File: src/hdl/tpbb_pkg.sv
// ----------------------------------------------------------------------------
// tpbb_pkg: shared types and constants of the transformed point bounding box
// Operand widths of the shared multiplier, sequencer tags and the
// configuration bundle used by the register file and the core.
// ----------------------------------------------------------------------------
package tpbb_pkg;

    // Default fraction width of vertex coordinates.
    localparam int FRAC_BITS_DEF = 16;

    // Shared multiplier operand and product widths.
    localparam int MUL_W  = 35;
    localparam int PROD_W = 2 * MUL_W;

    // Quotient width of 2^61 / n with n >= 2^28.
    localparam int QUOT_W = 34;

    // Kinds of multiplier work, carried with each beat through the unit.
    localparam logic [1:0] KIND_QUAT = 2'd0;
    localparam logic [1:0] KIND_MAT  = 2'd1;
    localparam logic [1:0] KIND_VTX  = 2'd2;

    // Register indexes on the configuration port.
    localparam logic [2:0] REG_POS_X  = 3'd0;
    localparam logic [2:0] REG_POS_Y  = 3'd1;
    localparam logic [2:0] REG_POS_Z  = 3'd2;
    localparam logic [2:0] REG_QUAT_W = 3'd3;
    localparam logic [2:0] REG_QUAT_X = 3'd4;
    localparam logic [2:0] REG_QUAT_Y = 3'd5;
    localparam logic [2:0] REG_QUAT_Z = 3'd6;

    localparam logic signed [31:0] ONE_Q30 = 32'sh4000_0000;

    typedef struct packed {
        logic [1:0] kind;
        logic [3:0] idx;
    } mul_tag_t;

    typedef struct packed {
        logic signed [31:0] pos_x;
        logic signed [31:0] pos_y;
        logic signed [31:0] pos_z;
        logic signed [31:0] quat_w;
        logic signed [31:0] quat_x;
        logic signed [31:0] quat_y;
        logic signed [31:0] quat_z;
    } cfg_t;

    // Row of a matrix element index.
    function automatic logic [1:0] row_of(input logic [3:0] idx);
        logic [1:0] r;
        case (idx)
            4'd0, 4'd1, 4'd2: r = 2'd0;
            4'd3, 4'd4, 4'd5: r = 2'd1;
            default:          r = 2'd2;
        endcase
        return r;
    endfunction

    // Column of a matrix element index.
    function automatic logic [1:0] col_of(input logic [3:0] idx);
        logic [1:0] c;
        case (idx)
            4'd0, 4'd3, 4'd6: c = 2'd0;
            4'd1, 4'd4, 4'd7: c = 2'd1;
            default:          c = 2'd2;
        endcase
        return c;
    endfunction

endpackage

File: src/hdl/tpbb_mul.sv
// ----------------------------------------------------------------------------
// tpbb_mul: shared signed multiplier
// One product per cycle with a registered result; a tag travels alongside.
// ----------------------------------------------------------------------------
module tpbb_mul
    import tpbb_pkg::*;
(
    input  logic                     clk,
    input  logic                     rst_n,
    input  logic                     in_valid,
    input  mul_tag_t                 in_tag,
    input  logic signed [MUL_W-1:0]  a,
    input  logic signed [MUL_W-1:0]  b,
    output logic                     out_valid,
    output mul_tag_t                 out_tag,
    output logic signed [PROD_W-1:0] p
);

    logic                     valid_reg;
    mul_tag_t                 tag_reg;
    logic signed [PROD_W-1:0] p_reg;

    assign out_valid = valid_reg;
    assign out_tag   = tag_reg;
    assign p         = p_reg;

    // Valid flag of the result register.
    always_ff @(posedge clk or negedge rst_n)
    begin
        if (!rst_n)
            valid_reg <= 1'b0;
        else
            valid_reg <= in_valid;
    end

    // Product and tag register.
    always_ff @(posedge clk)
    begin
        tag_reg <= in_tag;
        p_reg   <= a * b;
    end

endmodule

File: config.mk
export PLATFORM = sky130hd
export DESIGN_NAME = tpbb_mul
export DESIGN_NICKNAME = d
export VERILOG_FILES = /design/src/hdl/tpbb_pkg.sv /design/src/hdl/tpbb_mul.sv
export SDC_FILE = /design/constraint.sdc
export NUM_CORES = 2
export LEC_CHECK = 0
export BUFFER_PORTS_ARGS = -buffer_cell sky130_fd_sc_hd__buf_2
export CORE_UTILIZATION = 55
export CTS_BUF_LIST = sky130_fd_sc_hd__clkbuf_16
export DETAILED_ROUTE_END_ITERATION = 10
export HOLD_SLACK_MARGIN = 0.03
export PLACE_DENSITY_LB_ADDON = 0.2
export SYNTH_ARGS = -nofsm -noshare
export SYNTH_HDL_FRONTEND = slang
export SYNTH_SLANG_ARGS = --single-unit
File: constraint.sdc
create_clock -name clk -period 0.8 [get_ports clk]
set_input_delay 0.16 -clock clk [delete_from_list [all_inputs] [get_ports clk]]
set_output_delay 0.16 -clock clk [all_outputs]
set_load 0.1 [all_outputs]
# Word-level counts from Yosys, hierarchy flattened
# Cells that the tools add are included.
dict set report op_classes {
  n_mul 1
}
# operator count
set op_table {}
lappend op_table {{$mul A35 B35 Y70} 1}
dict set report word_totals {
  ff_bits 77
  word_cells 5
}

# Logic depth before layout (Yosys ltp)
dict set report depth {
  word_depth 1
  mapped_depth 29
  ltp_nobuf 27
}

# Least setup slack after synthesis
# No wires, ideal clock.
dict set report synth_path {
  kind {input to register}
  start {in a[34]}
  end {reg p_reg[69], in the netlist p[69]}
  required_ns 0.676
  setup_slack_ns -7.004
  setup_time_ns 0.124
  path_stages 22
  n_path_buf 2
  arrival_ns 7.680
  path_cell_list {clkbuf_1 > clkbuf_1 > nand2_1 > inv_1 > fa_1 > fa_1 > fa_1 > inv_1 > fa_1 > inv_1 > fa_1 > fa_1 > fa_1 > fa_1 > ha_1 > a21o_1 > a2111oi_0 > or3_1 > o211ai_2 > or3b_4 > a2111oi_4 > nor3_2}
}
dict set report synth_between {
  elab_chain_cells 1
}
# item line
set synth_rtl {}
lappend synth_rtl {{from (decl)} tpbb_mul.sv:12} ;# input logic signed [MUL_W-1:0] a,
lappend synth_rtl {{$mul A35 B35 Y70} tpbb_mul.sv:40} ;# p_reg <= a * b;
lappend synth_rtl {{to (signal assigned)} tpbb_mul.sv:40}
lappend synth_rtl {{to (decl)} tpbb_mul.sv:21} ;# logic signed [PROD_W-1:0] p_reg;
# Every way passes these cells.

# Worst setup path in the final report
dict set report layout_path {
  start {in b[27]}
  end {reg p_reg[69], in the netlist p[69]}
}
dict set report layout_between {
  elab_chain_cells 1
}
# item line
set layout_rtl {}
lappend layout_rtl {{from (decl)} tpbb_mul.sv:13} ;# input logic signed [MUL_W-1:0] b,
lappend layout_rtl {{$mul A35 B35 Y70} tpbb_mul.sv:40}
# Every way passes these cells.

==> out/qor.csv <==
metric,value,unit
critical-path-max-stage-delay,0.63,ns
crit_fanout,9,
ioPinCount,156,
worstMarginPinSlew,0.449,ns
maxCapViolations,0,
cts_buffer_depth,2,
rsz0062_at_grt,yes,
final_nets,6921,
dpl.cell_count,6301,
layout_min_cycle_time,7.05,ns
drt_pass1_iterations,8,
ant_nets,0,
fin_util,0.710,
min_path_type,in -> async,
drtIter0Drc,2114,
slowest_stage,fa_1,
dr_wl_met3,10700,um
dr_total_vias,34600,
syn-num-nets,6285,
core,0.0807,mm^2
synth_edf_count,0,
numPortBuffers,155,
grt_pass1_vias,39100,
synthDistinctLibCells,72,
ys_ff_latch,77,
synthTopCellsByCount,"1,311 x fa_1, 1,166 x inv_1, 667 x and2_1, 573 x nand2_1, 238 x clkbuf_1",
dpl-instance-area,0.0540,mm^2
slew_headroom,0.700,
setup_viol,145,
clock_sinks,77,
synth_top_cells_by_area,"fa_1 58%, inv_1 9.7%, and2_1 9.3%, ha_1 5.8%, nand2_1 4.8%",
ys_seq_area_frac,0.0344,
grt_max_degree,25,
dp_hpwl,121000,um
end_kind,flop,
fillers,5934,
drt_drc_violations_left,52,
ys_warn_count,0,
largest_reg_flops,70,
crit_top_cell,fa_1,
die_x,288,um
synthToLayoutAreaGrowth,27.5,%
fin_crit_sh,8.82,
dieArea,0.0828,mm^2
critPathBufInv,5,
routed_wirelength,146000,um
met1_length,51000,um
initial_utilization,0.557,
via_per_inst,5.41,
core.rowCount,104,
cts_made_buffers,9,
required,1.11,ns
grt_pass1_wl,225000,um
start_kind,input port,
synth_most_common_cell,fa_1,
synth_top_cell_by_area,fa_1,
syn_inst,4688,
ys.flop_type,dfxtp_1,
htreeDepth,3,
netlist.area_leader.share,0.584,
syn_area,0.0449,mm^2
outcome,finished with violations,
met2_length,70400,um
avgSynthCellArea,9.58,um^2
die_y,288,um
clk_transition_reported_paths,0.08,ns
wl_per_cell,22.8,um
gp_congestion,0.999,
finalNonFillerCells,6393,
fin_area,0.0573,mm^2
setup_slack,-6.25,ns
violations,"design-rule violations, negative setup slack",
drive_gt1_frac,0.265,
cts_root_buffer,clkbuf_16,
cts_tree,done,
fmax,142,MHz
crit_type,in -> reg,
worstPathArrival,7.37,ns
synthArstFlopShare,0.0130,
grt_overflow,0,
fin_setup_tns,-380.63,ns
cp_top_family,adder cells,
crit_chain,buf_4 > buf_4 > nand2_1 > fa_1 > inv_1 > fa_1 > fa_1 > fa_1 > fa_1 > fa_2 > fa_2 > inv_2 > fa_1 > inv_1 > ha_4 > a21o_1 > a21o_1 > a221o_1 > a41o_1 > nand2_4 > o211ai_4 > or3b_4 > a2111oi_4 > nor3_2,
grt_use_total,0.371,
drv_slew,0,
antenna_found_initial,6,
finalHoldViolations,0,
top_layer_used,met5,
## routing by layer
metal	track usage	up-vias
li1	-	14600
met1	0.435	18000
met2	0.620	1534
met3	0.0597	516
met4	0.275	2
met5	0	-
## cell families (layout without fill, tap and decap cells)
group                    Yosys count  count (layout)  share of synthesized area
adder cells (fa/ha/maj)         1518            1518                      0.642
buffers and inverters           1415            2056                      0.119
AND/OR/NAND/NOR                 1390            1390                      0.158
AO/OA/AOI/OAI                    210             210                     0.0316
XOR/XNOR                          78              78                     0.0152
flip-flops                        77              77                     0.0344
other                              0               4                          0
## cell usage in the layout (no fill, tap or decap), drive strengths merged, types with 4 or more instances in the layout
cell,n
fa,1311
inv,1167
buf,852
and2,667
nand2,574
ha,207
dfxtp,76
a21oi,74
nor2,62
xnor2,60
a21o,36
o21ai,32
xor2,18
nand3,15
clkbuf,15
nand4,14
nand2b,14
nor3,10
dlygate4sd3,8
o21a,8
o21bai,8
bufbuf,7
nor2b,7
o211ai,6
and3,6
a31oi,5
a211oi,5
diode,4
a21boi,4
a2111oi,4
o31ai,4
nor4,4
and4,4
## path summary, 6_finish.rpt
kind	startpoint	to	slack [ns]	cells after the start
max	b[27]	p[69]$_DFF_P_	-6.25	24
min	rst_n	out_valid$_DFF_PN0_	0.06	2
max in group asynchronous	rst_n	out_valid$_DFF_PN0_	0.64	2
min in group clk	b[0]	p[0]$_DFF_P_	0.35	4
## repair_timing
action	4_1_cts	5_1_grt
hold endpoints to repair	8	0
resized for setup	332	180
buffers inserted	31	28
hold buffers	8	0
gates cloned	8	4
pin swaps	137	142
endpoints found under the setup margin	146	145
## area by class of cell
type / count / area [um^2] / share of cell area
antenna: 4 / 10.0 / 0.000175
tap: 1060 / 1330 / 0.0231
clock inverter: 7 / 115 / 0.00201
inverter: 1167 / 4390 / 0.0766
sequential: 77 / 1640 / 0.0287
multi-input combinational: 3196 / 40300 / 0.703
timing repair buffer: 873 / 9330 / 0.163
clock buffer: 9 / 225 / 0.00393
## metrics by stage
step	setup WS [ns]	hold slack [ns]
2_1_floorplan	-6.55	-0.136
3_3_place_gp	-6.90	-0.0652
3_5_place_dp	-6.93	-0.0589
4_1_cts	-6.25	0.0327
5_1_grt	-6.42	0.0587
6_report	-6.25	0.0577
Power is left out: the tool's default activity adds up to more than one toggle a clock period on the data nets, which glitch-free logic cannot reach.
