**src/hdl/tpbb_pkg.sv**
```systemverilog
// ----------------------------------------------------------------------------
// tpbb_pkg: shared types and constants of the transformed point bounding box
// Operand widths of the shared multiplier, sequencer tags and the
// configuration bundle used by the register file and the core.
// ----------------------------------------------------------------------------
package tpbb_pkg;

    // Default fraction width of vertex coordinates.
    localparam int FRAC_BITS_DEF = 16;

    // Shared multiplier operand and product widths.
    localparam int MUL_W  = 35;
    localparam int PROD_W = 2 * MUL_W;

    // Quotient width of 2^61 / n with n >= 2^28.
    localparam int QUOT_W = 34;

    // Kinds of multiplier work, carried with each beat through the unit.
    localparam logic [1:0] KIND_QUAT = 2'd0;
    localparam logic [1:0] KIND_MAT  = 2'd1;
    localparam logic [1:0] KIND_VTX  = 2'd2;

    // Register indexes on the configuration port.
    localparam logic [2:0] REG_POS_X  = 3'd0;
    localparam logic [2:0] REG_POS_Y  = 3'd1;
    localparam logic [2:0] REG_POS_Z  = 3'd2;
    localparam logic [2:0] REG_QUAT_W = 3'd3;
    localparam logic [2:0] REG_QUAT_X = 3'd4;
    localparam logic [2:0] REG_QUAT_Y = 3'd5;
    localparam logic [2:0] REG_QUAT_Z = 3'd6;

    localparam logic signed [31:0] ONE_Q30 = 32'sh4000_0000;

    typedef struct packed {
        logic [1:0] kind;
        logic [3:0] idx;
    } mul_tag_t;

    typedef struct packed {
        logic signed [31:0] pos_x;
        logic signed [31:0] pos_y;
        logic signed [31:0] pos_z;
        logic signed [31:0] quat_w;
        logic signed [31:0] quat_x;
        logic signed [31:0] quat_y;
        logic signed [31:0] quat_z;
    } cfg_t;

    // Row of a matrix element index.
    function automatic logic [1:0] row_of(input logic [3:0] idx);
        logic [1:0] r;
        case (idx)
            4'd0, 4'd1, 4'd2: r = 2'd0;
            4'd3, 4'd4, 4'd5: r = 2'd1;
            default:          r = 2'd2;
        endcase
        return r;
    endfunction

    // Column of a matrix element index.
    function automatic logic [1:0] col_of(input logic [3:0] idx);
        logic [1:0] c;
        case (idx)
            4'd0, 4'd3, 4'd6: c = 2'd0;
            4'd1, 4'd4, 4'd7: c = 2'd1;
            default:          c = 2'd2;
        endcase
        return c;
    endfunction

endpackage

```
**src/hdl/tpbb_div.sv**
```systemverilog
// ----------------------------------------------------------------------------
// tpbb_div: radix-2 restoring divider for 2^61 / n
// One quotient bit per cycle.
// ----------------------------------------------------------------------------
module tpbb_div
    import tpbb_pkg::*;
(
    input  logic              clk,
    input  logic              rst_n,
    input  logic              start,
    input  logic [31:0]       den,
    output logic              done,
    output logic [QUOT_W-1:0] quot
);

    localparam logic [5:0] TOP_BIT = 6'd61;

    logic              busy_reg;
    logic              done_reg;
    logic [5:0]        bit_reg;
    logic [32:0]       rem_reg;
    logic [QUOT_W-1:0] quot_reg;
    logic [31:0]       den_reg;
    logic [33:0]       trial;
    logic              fits;

    assign trial = {rem_reg, (bit_reg == TOP_BIT)};
    assign fits  = (trial >= {2'b00, den_reg});
    assign done  = done_reg;
    assign quot  = quot_reg;

    // Control: count down through the dividend bits.
    always_ff @(posedge clk or negedge rst_n)
    begin
        if (!rst_n)
        begin
            busy_reg <= 1'b0;
            done_reg <= 1'b0;
            bit_reg  <= '0;
        end
        else
        begin
            done_reg <= 1'b0;
            if (start)
            begin
                busy_reg <= 1'b1;
                bit_reg  <= TOP_BIT;
            end
            else if (busy_reg)
            begin
                if (bit_reg == 6'd0)
                begin
                    busy_reg <= 1'b0;
                    done_reg <= 1'b1;
                end
                else
                begin
                    bit_reg <= bit_reg - 6'd1;
                end
            end
        end
    end

    // Datapath: one shift, compare and subtract per cycle.
    always_ff @(posedge clk)
    begin
        if (start)
        begin
            rem_reg  <= '0;
            quot_reg <= '0;
            den_reg  <= den;
        end
        else if (busy_reg)
        begin
            if (fits)
                rem_reg <= 33'(trial - {2'b00, den_reg});
            else
                rem_reg <= trial[32:0];
            quot_reg <= {quot_reg[QUOT_W-2:0], fits};
        end
    end

endmodule

```
**config.mk**
```make
export PLATFORM = sky130hd
export DESIGN_NAME = tpbb_div
export DESIGN_NICKNAME = d
export VERILOG_FILES = /design/src/hdl/tpbb_pkg.sv /design/src/hdl/tpbb_div.sv
export SDC_FILE = /design/constraint.sdc
export NUM_CORES = 1
export LEC_CHECK = 0
export BUFFER_PORTS_ARGS = -buffer_cell sky130_fd_sc_hd__buf_2
export CAP_MARGIN = 20
export CELL_PAD_IN_SITES_DETAIL_PLACEMENT = 0
export CELL_PAD_IN_SITES_GLOBAL_PLACEMENT = 1
export CORE_MARGIN = 3
export CORE_UTILIZATION = 42
export CTS_BUF_LIST = sky130_fd_sc_hd__clkbuf_4 sky130_fd_sc_hd__clkbuf_8
export DETAILED_ROUTE_END_ITERATION = 8
export GPL_TIMING_DRIVEN = 0
export PLACE_DENSITY = 0.89
export SLEW_MARGIN = 0
export SYNTH_ARGS = -nofsm -noshare
export SYNTH_HDL_FRONTEND = slang
export SYNTH_SLANG_ARGS = --single-unit
```
**constraint.sdc**
```tcl
create_clock -name clk -period 3.07 [get_ports clk]
set_clock_uncertainty 0.2 [all_clocks]
set_input_delay 0.921 -clock clk [delete_from_list [all_inputs] [get_ports clk]]
set_output_delay 0.921 -clock clk [all_outputs]
set_load 0.02 [all_outputs]
```
Word level (Yosys, flattened, before mapping):

Index checks and enable logic that the tools add are counted.

* reduce and logical (&&, ||, !) cells: 3
* eq/ne operators: 2
* add/sub/neg operators: 2
* div/mod/pow operators: 0
* shift operators: 0
* bitwise logic cells: 0
* multiply operators: 0
* muxes and demuxes: 10
* magnitude comparators: 1

Operators by type and width (count)
* >= comparator 34 x 32 -> 1 bit: 1
* 2-to-1 mux 33 bit: 1
* subtractor 33 x 32 -> 33 bit: 1
* 2-to-1 mux 6 bit: 3
* == test 6 bit, second input constant: 1
* zero test 6 bit: 1
* 2-to-1 mux 1 bit: 6
* subtractor 6 x 1 -> 6 bit, second input constant: 1
* inequality test 2 bit, second input constant: 1
* AND reduction 2 bit: 1
* nonzero test 2 bit: 1

* latch bits: 0
* memory bits (read-only): 0
* memories kept: 0
* memory bits (writable): 0
* flip-flop bits (word level): 107

Logic depth before layout (Yosys ltp):

* depth after elaboration: 4
* depth in mapped cells: 15

Least setup slack after synthesis:

No wires, ideal clock.

* kind: register -> register
* start: reg bit_reg[0]
* end: reg rem_reg[31]
* stages on the path, launching flop included: 15
* arrival time: 3129 ps
* slack: -335 ps
* path buffers: 1
* library setup time: 75 ps
* cell sequence: dfrtp_1 > ha_1 > nand3_1 > ha_1 > inv_1 > fa_1 > a21o_1 > a221oi_2 > nor2_2 > o311ai_4 > a21oi_2 > o31a_1 > buf_6 > o32a_1 > o22ai_2

* word-level cells in the longest chain between the ends: 3
* elaborated cells between the ends (all ways): 4
* classes of those cells: 1 x add/sub; 1 x order compare; 1 x eq/ne; 1 x mux

Ends and longest elaborated chain
* start, declared: RTL line tpbb_div.sv:20 `logic [5:0] bit_reg;`
* start signal, assigned: RTL line tpbb_div.sv:58 `bit_reg <= bit_reg - 6'd1;`
* == test 6 bit *: RTL line tpbb_div.sv:27 `assign trial = {rem_reg, (bit_reg == TOP_BIT)};`
* subtractor 33 x 32 -> 33 bit / >= comparator 34 x 32 -> 1 bit (equally long branches): RTL line tpbb_div.sv:76, tpbb_div.sv:28
* 2-to-1 mux 33 bit *: RTL line tpbb_div.sv:75 `if (fits)`
* end signal, assigned: RTL line tpbb_div.sv:76 `rem_reg <= 33'(trial - {2'b00, den_reg});`
* end signal, assigned: RTL line tpbb_div.sv:78 `rem_reg <= trial[32:0];`
* end, declared: RTL line tpbb_div.sv:21 `logic [32:0] rem_reg;`

Mark *: on every way between the ends. The rest lies on a longest branch, timed or not.
A chain may end at the register's enable or synchronous reset.

Worst setup path after layout:

Ends and elaborated chain as after synthesis.

==> impl_metrics.json <==
{
  "root_buffer": "clkbuf_8",
  "viasPerCell": 5.72,
  "path_max_fanout": 5,
  "setup_ws_ns": -0.458,
  "avgSynthCellArea_um2": 9.10,
  "globalplace.congestion": 0.932,
  "grt.overflow.total": 0,
  "cap_violations": 0,
  "finalPower_mw": 6.71,
  "die_area_mm2": 0.0161,
  "failed_checks": "setup timing",
  "async_flop_share_pct": 7.48,
  "r2r_end": "rem_reg[31]$_SDFFE_PP0P_",
  "yosysWarnings": 0,
  "worstMarginPinSlew_ns": 0.869,
  "ys_types": 61,
  "largest_reg_flops": 34,
  "fmax_ghz": 0.283,
  "hold_class": "input port to async pin",
  "start_kind": "flip-flop",
  "r2r_slack_ns": -0.46,
  "antenna_found_initial": 0,
  "grt_pass1_vias": 5590,
  "relSlewSlack_pct": 42.0,
  "area_growth_pct": 20.9,
  "drive_gt1_share_pct": 21.4,
  "core_area_mm2": 0.0140,
  "layout_common_cells": "nor2_1, buf_2, dfxtp_1, inv_1, mux2i_1",
  "die_y_um": 127,
  "cts_buffers": 9,
  "synth_edf_count": 32,
  "nNetsFinal": 847,
  "avgRoutedWirePerCell_um": 17.4,
  "reg2reg_from": "bit_reg[0]$_DFFE_PN0P_",
  "grt_max_degree": 38,
  "crit_arrival_ns": 3.67,
  "h-tree-depth": 3,
  "antenna_left": 0,
  "clock-sinks": 107,
  "setup_viol": 34,
  "r2r_cells": 15,
  "drt-total-wl_um": 16700,
  "drtIter0Drc": 364,
  "start_util_pct": 43.6,
  "required_ns": 3.21,
  "grt_usage_pct": 20.7,
  "place_ws_ns": -0.635,
  "synth_ff_type": "dfxtp_1",
  "finalCritPeriodShare_pct": 115,
  "cts_max_path_buffers": 2,
  "powerDensity_mw_per_mm2": 907,
  "portBuffers": 69,
  "rows": 43,
  "fillCellCount": 1291,
  "syn_nets": 744,
  "slew_viol_final": 0,
  "yosysSeqAreaShare_pct": 40.9,
  "end_kind": "flip-flop",
  "clk_pin_slew_ns": 0.13,
  "fin_crit_ns": 3.53,
  "clk_latency_ns": 0.41,
  "dr.pass1.iters": 5,
  "dieWidth_um": 127,
  "antennaDiodeCount": 0,
  "vias": 5496,
  "pin_count": 70,
  "cts_tree": "built",
  "ctsHoldBuffers": 0,
  "p_leak_nw": 3.36,
  "final_util_pct": 52.7,
  "drc": 0,
  "grt_pass1_wl_um": 27200,
  "rsz0062_at_grt": "yes",
  "crit_type": "flip-flop to flip-flop",
  "hold_viol_final": 0,
  "dp_hpwl_um": 11600,
  "netlist_area_mm2": 0.00612,
  "synth_cells": 673,
  "status": "complete, but fails checks",
  "ys_ff_latch": 107,
  "final_common_cell": "nor2_1",
  "ir_drop_uv": 425
}
==> logic make-up (layout without fill, tap and decap cells) <==
| logic type | after synthesis | count (layout) | synth area share, % |
|---|---|---|---|
| AND/OR/NAND/NOR | 210 | 210 | 15.9 |
| AO/OA/AOI/OAI | 180 | 180 | 20.8 |
| flip-flops | 107 | 107 | 40.9 |
| buffers and inverters | 77 | 185 | 5.27 |
| adder cells (fa/ha/maj) | 36 | 36 | 7.48 |
| multiplexers | 34 | 34 | 5.56 |
| XOR/XNOR | 29 | 29 | 4.15 |
==> worst max-delay path by stage <==
| stage | from | slack (ns) | to |
|---|---|---|---|
| CTS | bit_reg[0]$_DFFE_PN0P_ | -0.48 | rem_reg[26]$_SDFFE_PP0P_ |
| detailed placement | bit_reg[0]$_DFFE_PN0P_ | -0.63 | rem_reg[20]$_SDFFE_PP0P_ |
| finish | bit_reg[0]$_DFFE_PN0P_ | -0.46 | rem_reg[31]$_SDFFE_PP0P_ |
| global placement | bit_reg[0]$_DFFE_PN0P_ | -0.65 | rem_reg[22]$_SDFFE_PP0P_ |
| global route | bit_reg[0]$_DFFE_PN0P_ | -0.58 | rem_reg[31]$_SDFFE_PP0P_ |
| floorplan | bit_reg[0]$_DFFE_PN0P_ | -0.15 | rem_reg[31]$_SDFFE_PP0P_ |
==> worst max-delay path, stage by stage, from the launching register on <==
cell and delay, ns:
dfrtp_1 0.43, ha_2 0.20, nand3_4 0.07, ha_4 0.14, inv_2 0.03, fa_2 0.34
a21o_1 0.22, a221oi_4 0.30, nor2_2 0.08, o311ai_4 0.30, a21oi_4 0.11, o31a_1 0.37
buf_4 0.16, buf_6 0.12, o32a_1 0.29, o22ai_2 0.10
==> where the power goes <==
| group | total [mW] | leakage (nW) | switching (mW) | internal, mW |
|---|---|---|---|---|
| sequential | 1.96 | 0.942 | 0.227 | 1.73 |
| combinational | 3.83 | 2.31 | 2.23 | 1.60 |
| clock | 0.921 | 0.107 | 0.586 | 0.335 |
==> synthesized netlist by cell type (2+ instances only) <==
| master | count | area share, % |
|---|---|---|
| a31oi_1 | 4 | 0.41 |
| nor2b_1 | 6 | 0.61 |
| dfxtp_1 | 67 | 22 |
| buf_2 | 3 | 0.25 |
| nand2_1 | 30 | 1.8 |
| o31a_1 | 2 | 0.29 |
| o22ai_1 | 4 | 0.41 |
| mux2i_1 | 34 | 5.6 |
| nor3b_1 | 3 | 0.37 |
| o21a_1 | 3 | 0.37 |
| xor2_1 | 14 | 2.0 |
| o211ai_1 | 6 | 0.74 |
| o311ai_0 | 3 | 0.43 |
| nor3_1 | 9 | 0.74 |
| dfrtp_1 | 8 | 3.3 |
| a41oi_1 | 2 | 0.29 |
| a21o_1 | 16 | 2.0 |
| xnor2_1 | 15 | 2.1 |
| buf_6 | 4 | 0.74 |
| o21bai_1 | 6 | 0.74 |
| clkbuf_1 | 27 | 1.7 |
| or3_1 | 3 | 0.31 |
| o32a_1 | 2 | 0.33 |
| nand3b_1 | 2 | 0.25 |
| a311oi_1 | 28 | 4.0 |
| and3_1 | 4 | 0.41 |
| nor4_1 | 4 | 0.41 |
| ha_1 | 35 | 7.2 |
| nor2_1 | 87 | 5.3 |
| or4_1 | 2 | 0.25 |
| and4_1 | 2 | 0.29 |
| inv_1 | 42 | 2.6 |
| and2_1 | 5 | 0.51 |
| a31o_2 | 3 | 0.43 |
| nand2b_1 | 8 | 0.82 |
| o21ai_0 | 43 | 3.5 |
| o2111ai_1 | 3 | 0.43 |
| edfxtp_1 | 32 | 16 |
| a211oi_1 | 7 | 0.86 |
| a21oi_1 | 33 | 2.7 |
| nand4_1 | 3 | 0.31 |
| nand3_1 | 40 | 3.3 |
==> metrics by stage <==
step	cells	area [µm²]	hold slack [ns]	setup TNS, ns
after CTS	953	7200	0.105	-14.57
final	961	7400	0.127	-13.25
after detailed placement	922	6700	0.288	-23.46
after global routing	961	7400	0.103	-17.57
after floorplan	673	6120	0.277	-2.48
after global placement	922	6700	0.274	-20.34
==> per-layer routing <==
metal  share of wire (%)  up-vias  track usage (%)
met5                   0        -                0
met4                 1.4        0             7.44
met3                 5.5       21             5.35
met2                  49      142             34.2
met1                  45     2666             26.1
li1                    -     2667                -
==> area by class of cell <==
type,count,area [µm²],share of cell area (%)
well taps,180,225,3.04
inverters,42,158,2.13
plain buffers,35,196,2.65
repair buffers,92,546,7.37
clock buffers,9,124,1.67
multi-input cells,489,3560,48.1
flip-flops and latches,107,2500,33.8
clock inverters,7,88.8,1.20
==> what timing repair did <==
item	4_1_cts	5_1_grt
hold endpoints to repair	0	0
setup endpoints to repair	34	54
resized for setup	43	36
pin swaps	22	21
setup buffers	12	8
gates cloned	3	0
No activity file was read; power rests on OpenSTA's default activity.
