File: config.mk
export PLATFORM = sky130hd
export DESIGN_NAME = tpbb_regs
export DESIGN_NICKNAME = d
export VERILOG_FILES = /design/src/hdl/tpbb_pkg.sv /design/src/hdl/tpbb_regs.sv
export SDC_FILE = /design/constraint.sdc
export NUM_CORES = 1
export LEC_CHECK = 0
export BUFFER_PORTS_ARGS = -buffer_cell sky130_fd_sc_hd__clkbuf_2
export CAP_MARGIN = 10
export CELL_PAD_IN_SITES_DETAIL_PLACEMENT = 1
export CELL_PAD_IN_SITES_GLOBAL_PLACEMENT = 2
export CORE_UTILIZATION = 38
export DETAILED_ROUTE_END_ITERATION = 8
export HOLD_SLACK_MARGIN = 0.05
export PLACE_DENSITY_LB_ADDON = 0.2
export SYNTH_ARGS = -nofsm -noshare
export SYNTH_HDL_FRONTEND = slang
export SYNTH_SLANG_ARGS = --single-unit
export TNS_END_PERCENT = 20
File: constraint.sdc
create_clock -name clk -period 2.7 [get_ports clk]
set_input_delay 0.27 -clock clk [delete_from_list [all_inputs] [get_ports clk]]
set_output_delay 0.27 -clock clk [all_outputs]
set_load 0.05 [all_outputs]
File: src/hdl/tpbb_pkg.sv
// ----------------------------------------------------------------------------
// tpbb_pkg: shared types and constants of the transformed point bounding box
// Operand widths of the shared multiplier, sequencer tags and the
// configuration bundle used by the register file and the core.
// ----------------------------------------------------------------------------
package tpbb_pkg;

    // Default fraction width of vertex coordinates.
    localparam int FRAC_BITS_DEF = 16;

    // Shared multiplier operand and product widths.
    localparam int MUL_W  = 35;
    localparam int PROD_W = 2 * MUL_W;

    // Quotient width of 2^61 / n with n >= 2^28.
    localparam int QUOT_W = 34;

    // Kinds of multiplier work, carried with each beat through the unit.
    localparam logic [1:0] KIND_QUAT = 2'd0;
    localparam logic [1:0] KIND_MAT  = 2'd1;
    localparam logic [1:0] KIND_VTX  = 2'd2;

    // Register indexes on the configuration port.
    localparam logic [2:0] REG_POS_X  = 3'd0;
    localparam logic [2:0] REG_POS_Y  = 3'd1;
    localparam logic [2:0] REG_POS_Z  = 3'd2;
    localparam logic [2:0] REG_QUAT_W = 3'd3;
    localparam logic [2:0] REG_QUAT_X = 3'd4;
    localparam logic [2:0] REG_QUAT_Y = 3'd5;
    localparam logic [2:0] REG_QUAT_Z = 3'd6;

    localparam logic signed [31:0] ONE_Q30 = 32'sh4000_0000;

    typedef struct packed {
        logic [1:0] kind;
        logic [3:0] idx;
    } mul_tag_t;

    typedef struct packed {
        logic signed [31:0] pos_x;
        logic signed [31:0] pos_y;
        logic signed [31:0] pos_z;
        logic signed [31:0] quat_w;
        logic signed [31:0] quat_x;
        logic signed [31:0] quat_y;
        logic signed [31:0] quat_z;
    } cfg_t;

    // Row of a matrix element index.
    function automatic logic [1:0] row_of(input logic [3:0] idx);
        logic [1:0] r;
        case (idx)
            4'd0, 4'd1, 4'd2: r = 2'd0;
            4'd3, 4'd4, 4'd5: r = 2'd1;
            default:          r = 2'd2;
        endcase
        return r;
    endfunction

    // Column of a matrix element index.
    function automatic logic [1:0] col_of(input logic [3:0] idx);
        logic [1:0] c;
        case (idx)
            4'd0, 4'd3, 4'd6: c = 2'd0;
            4'd1, 4'd4, 4'd7: c = 2'd1;
            default:          c = 2'd2;
        endcase
        return c;
    endfunction

endpackage

File: src/hdl/tpbb_regs.sv
// ----------------------------------------------------------------------------
// tpbb_regs: configuration register file
// APB-style slave holding the translation and the orientation quaternion.
// ----------------------------------------------------------------------------
module tpbb_regs
    import tpbb_pkg::*;
(
    input  logic        clk,
    input  logic        rst_n,
    input  logic        psel,
    input  logic        penable,
    input  logic        pwrite,
    input  logic [4:0]  paddr,
    input  logic [31:0] pwdata,
    output logic [31:0] prdata,
    output logic        pready,
    output cfg_t        cfg
);

    cfg_t        cfg_reg;
    logic [2:0]  index;
    logic        wr_en;

    assign pready = 1'b1;
    assign index  = paddr[4:2];
    assign wr_en  = psel && penable && pwrite;
    assign cfg    = cfg_reg;

    // Register writes on the access beat.
    always_ff @(posedge clk or negedge rst_n)
    begin
        if (!rst_n)
        begin
            cfg_reg.pos_x  <= '0;
            cfg_reg.pos_y  <= '0;
            cfg_reg.pos_z  <= '0;
            cfg_reg.quat_w <= ONE_Q30;
            cfg_reg.quat_x <= '0;
            cfg_reg.quat_y <= '0;
            cfg_reg.quat_z <= '0;
        end
        else if (wr_en)
        begin
            case (index)
                REG_POS_X:  cfg_reg.pos_x  <= pwdata;
                REG_POS_Y:  cfg_reg.pos_y  <= pwdata;
                REG_POS_Z:  cfg_reg.pos_z  <= pwdata;
                REG_QUAT_W: cfg_reg.quat_w <= pwdata;
                REG_QUAT_X: cfg_reg.quat_x <= pwdata;
                REG_QUAT_Y: cfg_reg.quat_y <= pwdata;
                REG_QUAT_Z: cfg_reg.quat_z <= pwdata;
                default:    ;
            endcase
        end
    end

    // Read mux.
    always_comb
    begin
        case (index)
            REG_POS_X:  prdata = cfg_reg.pos_x;
            REG_POS_Y:  prdata = cfg_reg.pos_y;
            REG_POS_Z:  prdata = cfg_reg.pos_z;
            REG_QUAT_W: prdata = cfg_reg.quat_w;
            REG_QUAT_X: prdata = cfg_reg.quat_x;
            REG_QUAT_Y: prdata = cfg_reg.quat_y;
            REG_QUAT_Z: prdata = cfg_reg.quat_z;
            default:    prdata = '0;
        endcase
    end

endmodule

* Word level (Yosys, flattened, before mapping)
Index checks and enable logic that the tools add are counted.
Word-level totals: register bits 224, output and inout bits 257, logic and storage cells 24
Operators by class: equality and inequality tests 6, muxes and demuxes 1, reductions and logical operators 10
Operator list (number):
- case mux 32 bit (7 select lines) | 1
- AND reduction 2 bit | 7
- == test 3 bit (second input constant) | 3
- == test 3 x 2 -> 1 bit (second input constant) | 2
- == test 3 x 1 -> 1 bit (second input constant) | 1
- zero test 3 bit | 1
- logical AND 1 bit | 2

* Logic depth before layout (Yosys ltp)
Gate-level depths: netlist of the first run.
word-level depth 3, depth in mapped cells 6, depth with buffers taken out 3

* Worst setup path after synthesis of the first run
OpenSTA, ideal clock, no wires.
path kind input -> output, start input port paddr[3], end output port prdata[19], arrival 2.268 ns, path slack 0.162 ns, stages on the path 6, cells stage by stage buf_2 > buf_2 > clkbuf_1 > nand3b_1 > o21a_1 > o21ai_0
Between the ends: word-level cells in the longest chain between the ends 2, elaborated cells between the ends (all ways) 8
RTL lines:
- start: declaration | line tpbb_regs.sv:13 | input logic [4:0] paddr,
- == test 3 bit (tied with other cells) | line tpbb_regs.sv:60 | case (index)
- case mux 32 bit (7 select lines) (*) | line tpbb_regs.sv:60
- end: declaration | line tpbb_regs.sv:15 | output logic [31:0] prdata,
Every way passes the cells marked *; elsewhere a longest branch is shown, timed or not.

* Final worst setup path of the first run
start input port paddr[2], end output port prdata[29]
The elaborated chain is that of the path after synthesis.

==> results.py, run 1 <==
metrics = {
    "final_layout": {
        "postLayoutCellArea_um2": 13300,
        "final-seq-area_um2": 5610,
        "layout_common_cells": "clkbuf_2 (288), mux2_2 (223), dfrtp_1 (223)",
        "areaGrowthSynthToFinish_pct": 28.4,
        "drive_gt1_share_pct": 60.1,
        "final_nets": 1067,
        "final_cells": 1385,
        "final_common_cell": "clkbuf_2",
        "largest_register_ffs": 224,
        "multi_input_area_um2": 4520,
        "fillCellCount": 2781,
    },
    "clocking": {
        "clockBufferDepth": 3,
        "cts.htree.levels": 1,
        "insertion_delay_ps": 520,
        "cts.clk_slew.worst_paths_ps": 60,
        "clock-sinks": 224,
        "cts_setup_buffers": 0,
        "root_buffer": "clkbuf_16",
        "numCtsBuffers": 26,
        "cts_tree": "yes",
    },
    "yosys": {
        "synth_cell_type_count": 31,
        "syn_nets": 771,
        "synth_warnings": 0,
        "async_flop_share_pct": 100,
        "synth-edff-count": 0,
        "synth-seq-area-share_pct": 54.1,
        "syn-mean-instance-area_um2": 14.2,
        "ys_ff_latch": 224,
        "syn_area_um2": 10400,
        "yosys_most_used_dff": "dfrtp_1",
        "synthCells": 729,
    },
    "placement": {
        "place.gp.congestion": 0.773,
        "place_hpwl_um": 21800,
        "dp_cells": 1337,
        "io_buffers": 295,
        "place_area_um2": 12400,
    },
    "sta": {
        "drv_slew": 0,
        "finClkSkew_ps": 0,
        "fin_crit_ps": 2400,
        "finalSetupTns_ps": 0,
        "setup_viol": 0,
        "relSlewSlack_pct": 18.4,
        "whs_ps": 84.6,
        "hold_viol": 0,
        "finalCritPeriodShare_pct": 89.0,
        "grt_setup_unrepaired": "no",
        "max_clock_freq_mhz": 416,
        "worst_pin_slew_ps": 1220,
    },
    "critical_path": {
        "cp-end-kind": "output pin",
        "critPathLaunchType": "input pin",
        "crit_start": "paddr[2]",
        "r2r_cells": 1,
        "rr_endpoint": "cfg[16]$_DFFE_PN0P_",
        "crit_fanout": 15,
        "timing.rr.start": "cfg[16]$_DFFE_PN0P_",
        "critPathKind": "input pin to output pin",
        "worstPathArrival_ps": 2130,
        "regToRegSetupSlack_ps": 1880,
        "required_ps": 2430,
    },
    "drt": {
        "vias": 7442,
        "via_per_inst": 5.37,
        "routedWlPerCell_um": 23.7,
        "wl_um": 32800,
        "dr.pass1.iters": 7,
        "remaining_drc_errors": 0,
        "drtIter0Drc": 404,
        "ant_nets": 0,
    },
    "power_and_ir_drop": {
        "sw_frac_of_total_pct": 42.0,
        "seqPwrFrac_pct": 34.5,
        "p_comb_share_pct": 37.7,
        "p_int_mw": 7.69,
        "power_density_nw_per_um2": 997,
        "ir_worst_vdd_mv": 0.490,
        "power.total_mw": 13.3,
        "pwr-share-clk_pct": 27.8,
        "leakagePower_nw": 6.61,
        "power.switching_mw": 5.58,
    },
    "floorplanning": {
        "die_area_um2": 27900,
        "die_w_um": 167,
        "start_util_pct": 38.6,
        "fp.coreArea_um2": 26900,
        "die_y_um": 167,
        "ios": 299,
        "fp-row-count": 60,
    },
    "grt": {
        "grt_pass1_wl_um": 50800,
        "grt-ovfl-total": 0,
        "grt_max_degree": 69,
        "track_usage_pct": 23.7,
        "grt_pass1_vias": 8072,
        "antenna_found_initial": 1,
    },
    "min_path": {
        "min_from": "pwdata[11]",
        "min_to": "cfg[43]$_DFFE_PN0P_",
        "hold_path_depth": 2,
        "hold_path_class": "input pin to flip-flop",
    },
    "flow_run": {
        "max_cap_viol_count": 0,
    },
    "outcome": {
        "status": "finished clean",
    },
}
[layer usage]
layer	vias to the layer above	part of all wire, %	global-route usage [%]
li1	3289	-	-
met3	37	6.6	5.48
met1	3867	44	32.1
met2	249	47	38.7
met5	-	0	0
met4	0	1.7	5.31
[critical path, stage by stage]
cell      delay [ps]
buf_4            210
and3b_1          890
a222oi_1         260
o21ai_0          160
clkbuf_2         330
[power groups by stage]
stage,registers [mW],logic [mW],clock network (mW)
after global placement,4.61,4.97,0
after detailed placement,4.62,5.03,0
after global routing,4.67,5.21,3.92
final,4.57,5.00,3.69
after CTS,4.57,5.04,3.79
after floorplan,6.82,1.41,0
[cell type report]
type | count | share of cell area (%)
sequential | 224 | 42.1
multi-input combinational | 447 | 33.9
timing repair buffer | 325 | 13.9
clock buffer | 39 | 5.72
tap | 341 | 3.21
clock inverter | 7 | 1.02
inverter | 1 | 0.0282
antenna | 1 | 0.0188
[Yosys cell counts (3+ instances only)]
cell type,count,share of area (%)
clkbuf_1,20,0.72
mux2_1,3,0.33
nand3b_1,16,1.2
mux2i_1,47,4.5
dfrtp_1,223,54
nor2_1,3,0.11
a222oi_1,15,1.4
nand3_1,15,0.72
buf_2,31,1.5
o221ai_1,17,1.4
buf_6,3,0.33
mux2_2,223,24
mux2_4,30,4.3
o21a_1,31,2.2
nand2_1,16,0.58
o21ai_0,15,0.72
[kinds of logic after synthesis]
group	Yosys count	synth area share [%]
AOI/OAI and AO/OA	79	5.90
other	1	0.0362
DFF	224	54.1
and+or+nand+nor	63	3.59
buffers and inverters	58	2.73
muxes	304	33.7
[what timing repair did]
action / CTS / global route
hold endpoints to repair: 59 / 0
hold buffers: 1 / 0
gates resized for setup: 0 / 0
[stage by stage]
stage	worst slack [ps]	util, %
floorplan	162	-
global route	194	49.5
detailed placement	300	46.1
CTS	297	49.5
finish	298	49.5
global placement	335	46.1
[worst max path at each step]
stage / end / slack [ps] / depth (start not counted)
floorplan: prdata[19] / 160 / 6
global placement: prdata[22] / 340 / 5
detailed placement: prdata[29] / 300 / 5
CTS: prdata[29] / 300 / 5
global route: prdata[20] / 190 / 5
finish: prdata[29] / 300 / 5
(Power assumes the default switching activity.)
==> inputs of run 2 (changes only) <==
--- a/config.mk
+++ b/config.mk
@@ -5,11 +5,12 @@
 export SDC_FILE = /design/constraint.sdc
 export NUM_CORES = 1
 export LEC_CHECK = 0
+export ABC_AREA = 1
 export BUFFER_PORTS_ARGS = -buffer_cell sky130_fd_sc_hd__clkbuf_2
 export CAP_MARGIN = 10
 export CELL_PAD_IN_SITES_DETAIL_PLACEMENT = 1
 export CELL_PAD_IN_SITES_GLOBAL_PLACEMENT = 2
-export CORE_UTILIZATION = 38
+export CORE_UTILIZATION = 32
 export DETAILED_ROUTE_END_ITERATION = 8
 export HOLD_SLACK_MARGIN = 0.05
 export PLACE_DENSITY_LB_ADDON = 0.2
==> run 2 against run 1 <==
  * Wire length is 46% higher
  * First-iteration DRC count up 83%
  * Flip-flop and latch count unchanged
  * Critical path type unchanged
  * Critical endpoint is now prdata[24]
==> results.py, run 2 <==
metrics = {
    "outcome": {
        "status": "finished clean",
    },
    "critical_path": {
        "crit_fanout": 32,
        "cp.depth": 8,
        "crit_start": "paddr[2]",
        "timing.rr.start": "cfg[126]$_DFFE_PN1P_",
        "max_stage_delay_ps": 320,
        "critPathLaunchType": "input pin",
        "critPathKind": "input pin to output pin",
        "cp_top_family": "buffers and inverters",
        "cp_num_buf_inv": 4,
        "cp_common_cell": "nand2_1",
        "cpMaxStageDelayCell": "buf_4",
        "worstPathArrival_ps": 1850,
        "required_ps": 2430,
        "cp_cell_sequence": "buf_4, inv_2, buf_12, nand4_1, nand2_1, nor2_1, nand2_1, clkbuf_2",
        "cp-end-kind": "output pin",
        "r2r_cells": 2,
    },
    "floorplanning": {
        "die_y_um": 189,
        "start_util_pct": 32.5,
        "die_area_um2": 35900,
        "fp-row-count": 68,
        "die_w_um": 189,
        "fp.coreArea_um2": 34500,
        "ios": 299,
    },
    "yosys": {
        "synth_cell_type_count": 21,
        "synthCells": 1457,
        "syn-mean-instance-area_um2": 7.72,
        "yosys_most_used_dff": "dfrtp_1",
        "ys_top_cells_by_area": "dfrtp_1 (50%), nand2_1 (18%), o21ai_0 (8.4%), nand4_1 (7.1%), nor2_1 (3.2%)",
        "synth_top_area_share_pct": 49.6,
        "synth-seq-area-share_pct": 49.9,
        "synth_warnings": 0,
        "synth_commonest_cells": "nand2_1 (544), dfrtp_1 (223), o21ai_0 (189), nand4_1 (128), nor2_1 (96)",
        "async_flop_share_pct": 100,
        "synth_top_cell_by_area": "dfrtp_1",
        "synth-edff-count": 0,
        "syn_area_um2": 11200,
        "synth.most_common_cell": "nand2_1",
        "ys_ff_latch": 224,
        "syn_nets": 1499,
    },
    "drt": {
        "dr.pass1.iters": 5,
        "remaining_drc_errors": 0,
        "drtIter0Drc": 741,
        "vias": 11472,
        "ant_nets": 0,
        "wl_um": 48000,
        "via_per_inst": 5.22,
        "routedWlPerCell_um": 21.8,
    },
    "clocking": {
        "cts_setup_buffers": 0,
        "hold_buffers": 21,
        "cts.clk_slew.worst_paths_ps": 60,
        "numCtsBuffers": 28,
        "postCtsResizedCells": 0,
        "cts_tree": "yes",
        "root_buffer": "clkbuf_16",
        "clock-sinks": 224,
        "cts.htree.levels": 1,
        "insertion_delay_ps": 540,
        "clockBufferDepth": 3,
    },
    "sta": {
        "setup_viol": 0,
        "fin_crit_ps": 2120,
        "relSlewSlack_pct": 60.1,
        "finClkSkew_ps": 0,
        "drv_slew": 0,
        "worst_pin_slew_ps": 599,
        "hold_viol": 0,
        "finalCritPeriodShare_pct": 78.6,
        "finalSetupTns_ps": 0,
        "grt_setup_unrepaired": "no",
        "whs_ps": 62.9,
        "max_clock_freq_mhz": 471,
    },
    "final_layout": {
        "layout_common_cells": "nand2_1 (544), clkbuf_2 (288), dfrtp_1 (223)",
        "drive_gt1_share_pct": 23.3,
        "final_cells": 2197,
        "final_common_cell": "nand2_1",
        "multi_input_area_um2": 4830,
        "areaGrowthSynthToFinish_pct": 27.5,
        "final-seq-area_um2": 5610,
        "fillCellCount": 4311,
        "n_antenna_cell": 0,
        "final_nets": 1764,
        "largest_register_ffs": 224,
    },
    "power_and_ir_drop": {
        "ir_worst_vdd_mv": 0.489,
        "leakagePower_nw": 7.73,
        "power_density_nw_per_um2": 920,
    },
    "placement": {
        "dp_cells": 2126,
        "place.gp.congestion": 0.766,
        "io_buffers": 295,
        "place_hpwl_um": 30300,
    },
    "min_path": {
        "hold_path_class": "input pin to flip-flop",
        "min_from": "pwdata[31]",
        "hold_path_depth": 3,
    },
    "grt": {
        "grt_pass1_vias": 11861,
        "grt_pass1_wl_um": 74200,
        "antenna_found_initial": 0,
        "track_usage_pct": 26.9,
        "grt-ovfl-total": 0,
        "grt_max_degree": 99,
    },
    "flow_run": {
        "max_cap_viol_count": 0,
    },
}
## run 2: changes by cell type after synthesis, moves of 31 or more
cell,delta
nand2_1,+528
mux2_2,-223
o21ai_0,+174
nand4_1,+127
nor2_1,+93
nand3_1,+50
mux2i_1,-47
o21ai_1,+35
inv_1,+31
o21a_1,-31
## run 2: metrics by stage
stage / setup WS [ps] / util, % / cell area (um2) / power (mW)
final: 577 / 41.5 / 14300 / 13.2
after global routing: 506 / 41.5 / 14300 / 13.8
after CTS: 618 / 41.5 / 14300 / 13.3
after detailed placement: 564 / 38.2 / 13200 / 9.46
after global placement: 612 / 38.2 / 13200 / 9.37
after floorplan: 1060 / - / 11200 / 7.95
## run 2: kinds of logic after synthesis
| group | after synthesis | share of synthesized area [%] |
|---|---|---|
| simple gates | 848 | 32.9 |
| other cells | 1 | 0.0334 |
| flops | 224 | 49.9 |
| buf+inv | 160 | 7.18 |
| compound gates | 224 | 9.97 |
## run 2: area by class of cell
class / instances / share of cell area, %
Inverter: 35 / 0.934
Clock buffer: 41 / 6.01
Clock inverter: 9 / 0.506
Sequential cell: 224 / 39.1
Multi-Input combinational cell: 1073 / 33.7
Tap cell: 455 / 3.97
Timing Repair Buffer: 360 / 15.7
## run 2: power by group
group | switching [mW] | internal (mW) | total (mW)
logic | 3.90 | 0.915 | 4.81
clock network | 1.51 | 2.28 | 3.79
registers | 0.572 | 4.01 | 4.58
total | 5.97 | 7.21 | 13.2
## run 2: worst min-delay path, delay by kind of cell
kind	cells	cell delay, ps
buffers and inverters	1	150
AND/OR/NAND/NOR	2	140
## run 2: final timing paths
path	slack, ps	endpoint
hold / removal	60	cfg[159]$_DFFE_PN0P_
setup / recovery	580	prdata[24]
min in group asynchronous	260	cfg[180]$_DFFE_PN0P_
hold reg to reg	510	cfg[199]$_DFFE_PN0P_
setup reg to reg	1920	cfg[126]$_DFFE_PN1P_
max in group asynchronous	1720	cfg[60]$_DFFE_PN0P_
## run 2: routing by layer
| metal | wire, um | global-route usage, % | vias to the layer above | share of wire, % |
|---|---|---|---|---|
| met5 | 0 | 0 | - | 0 |
| met4 | 1100 | 6.33 | 0 | 2.3 |
| met3 | 2730 | 5.23 | 53 | 5.7 |
| met2 | 22600 | 44.3 | 290 | 47 |
| met1 | 21500 | 36.3 | 5784 | 45 |
| li1 | - | - | 5345 | - |
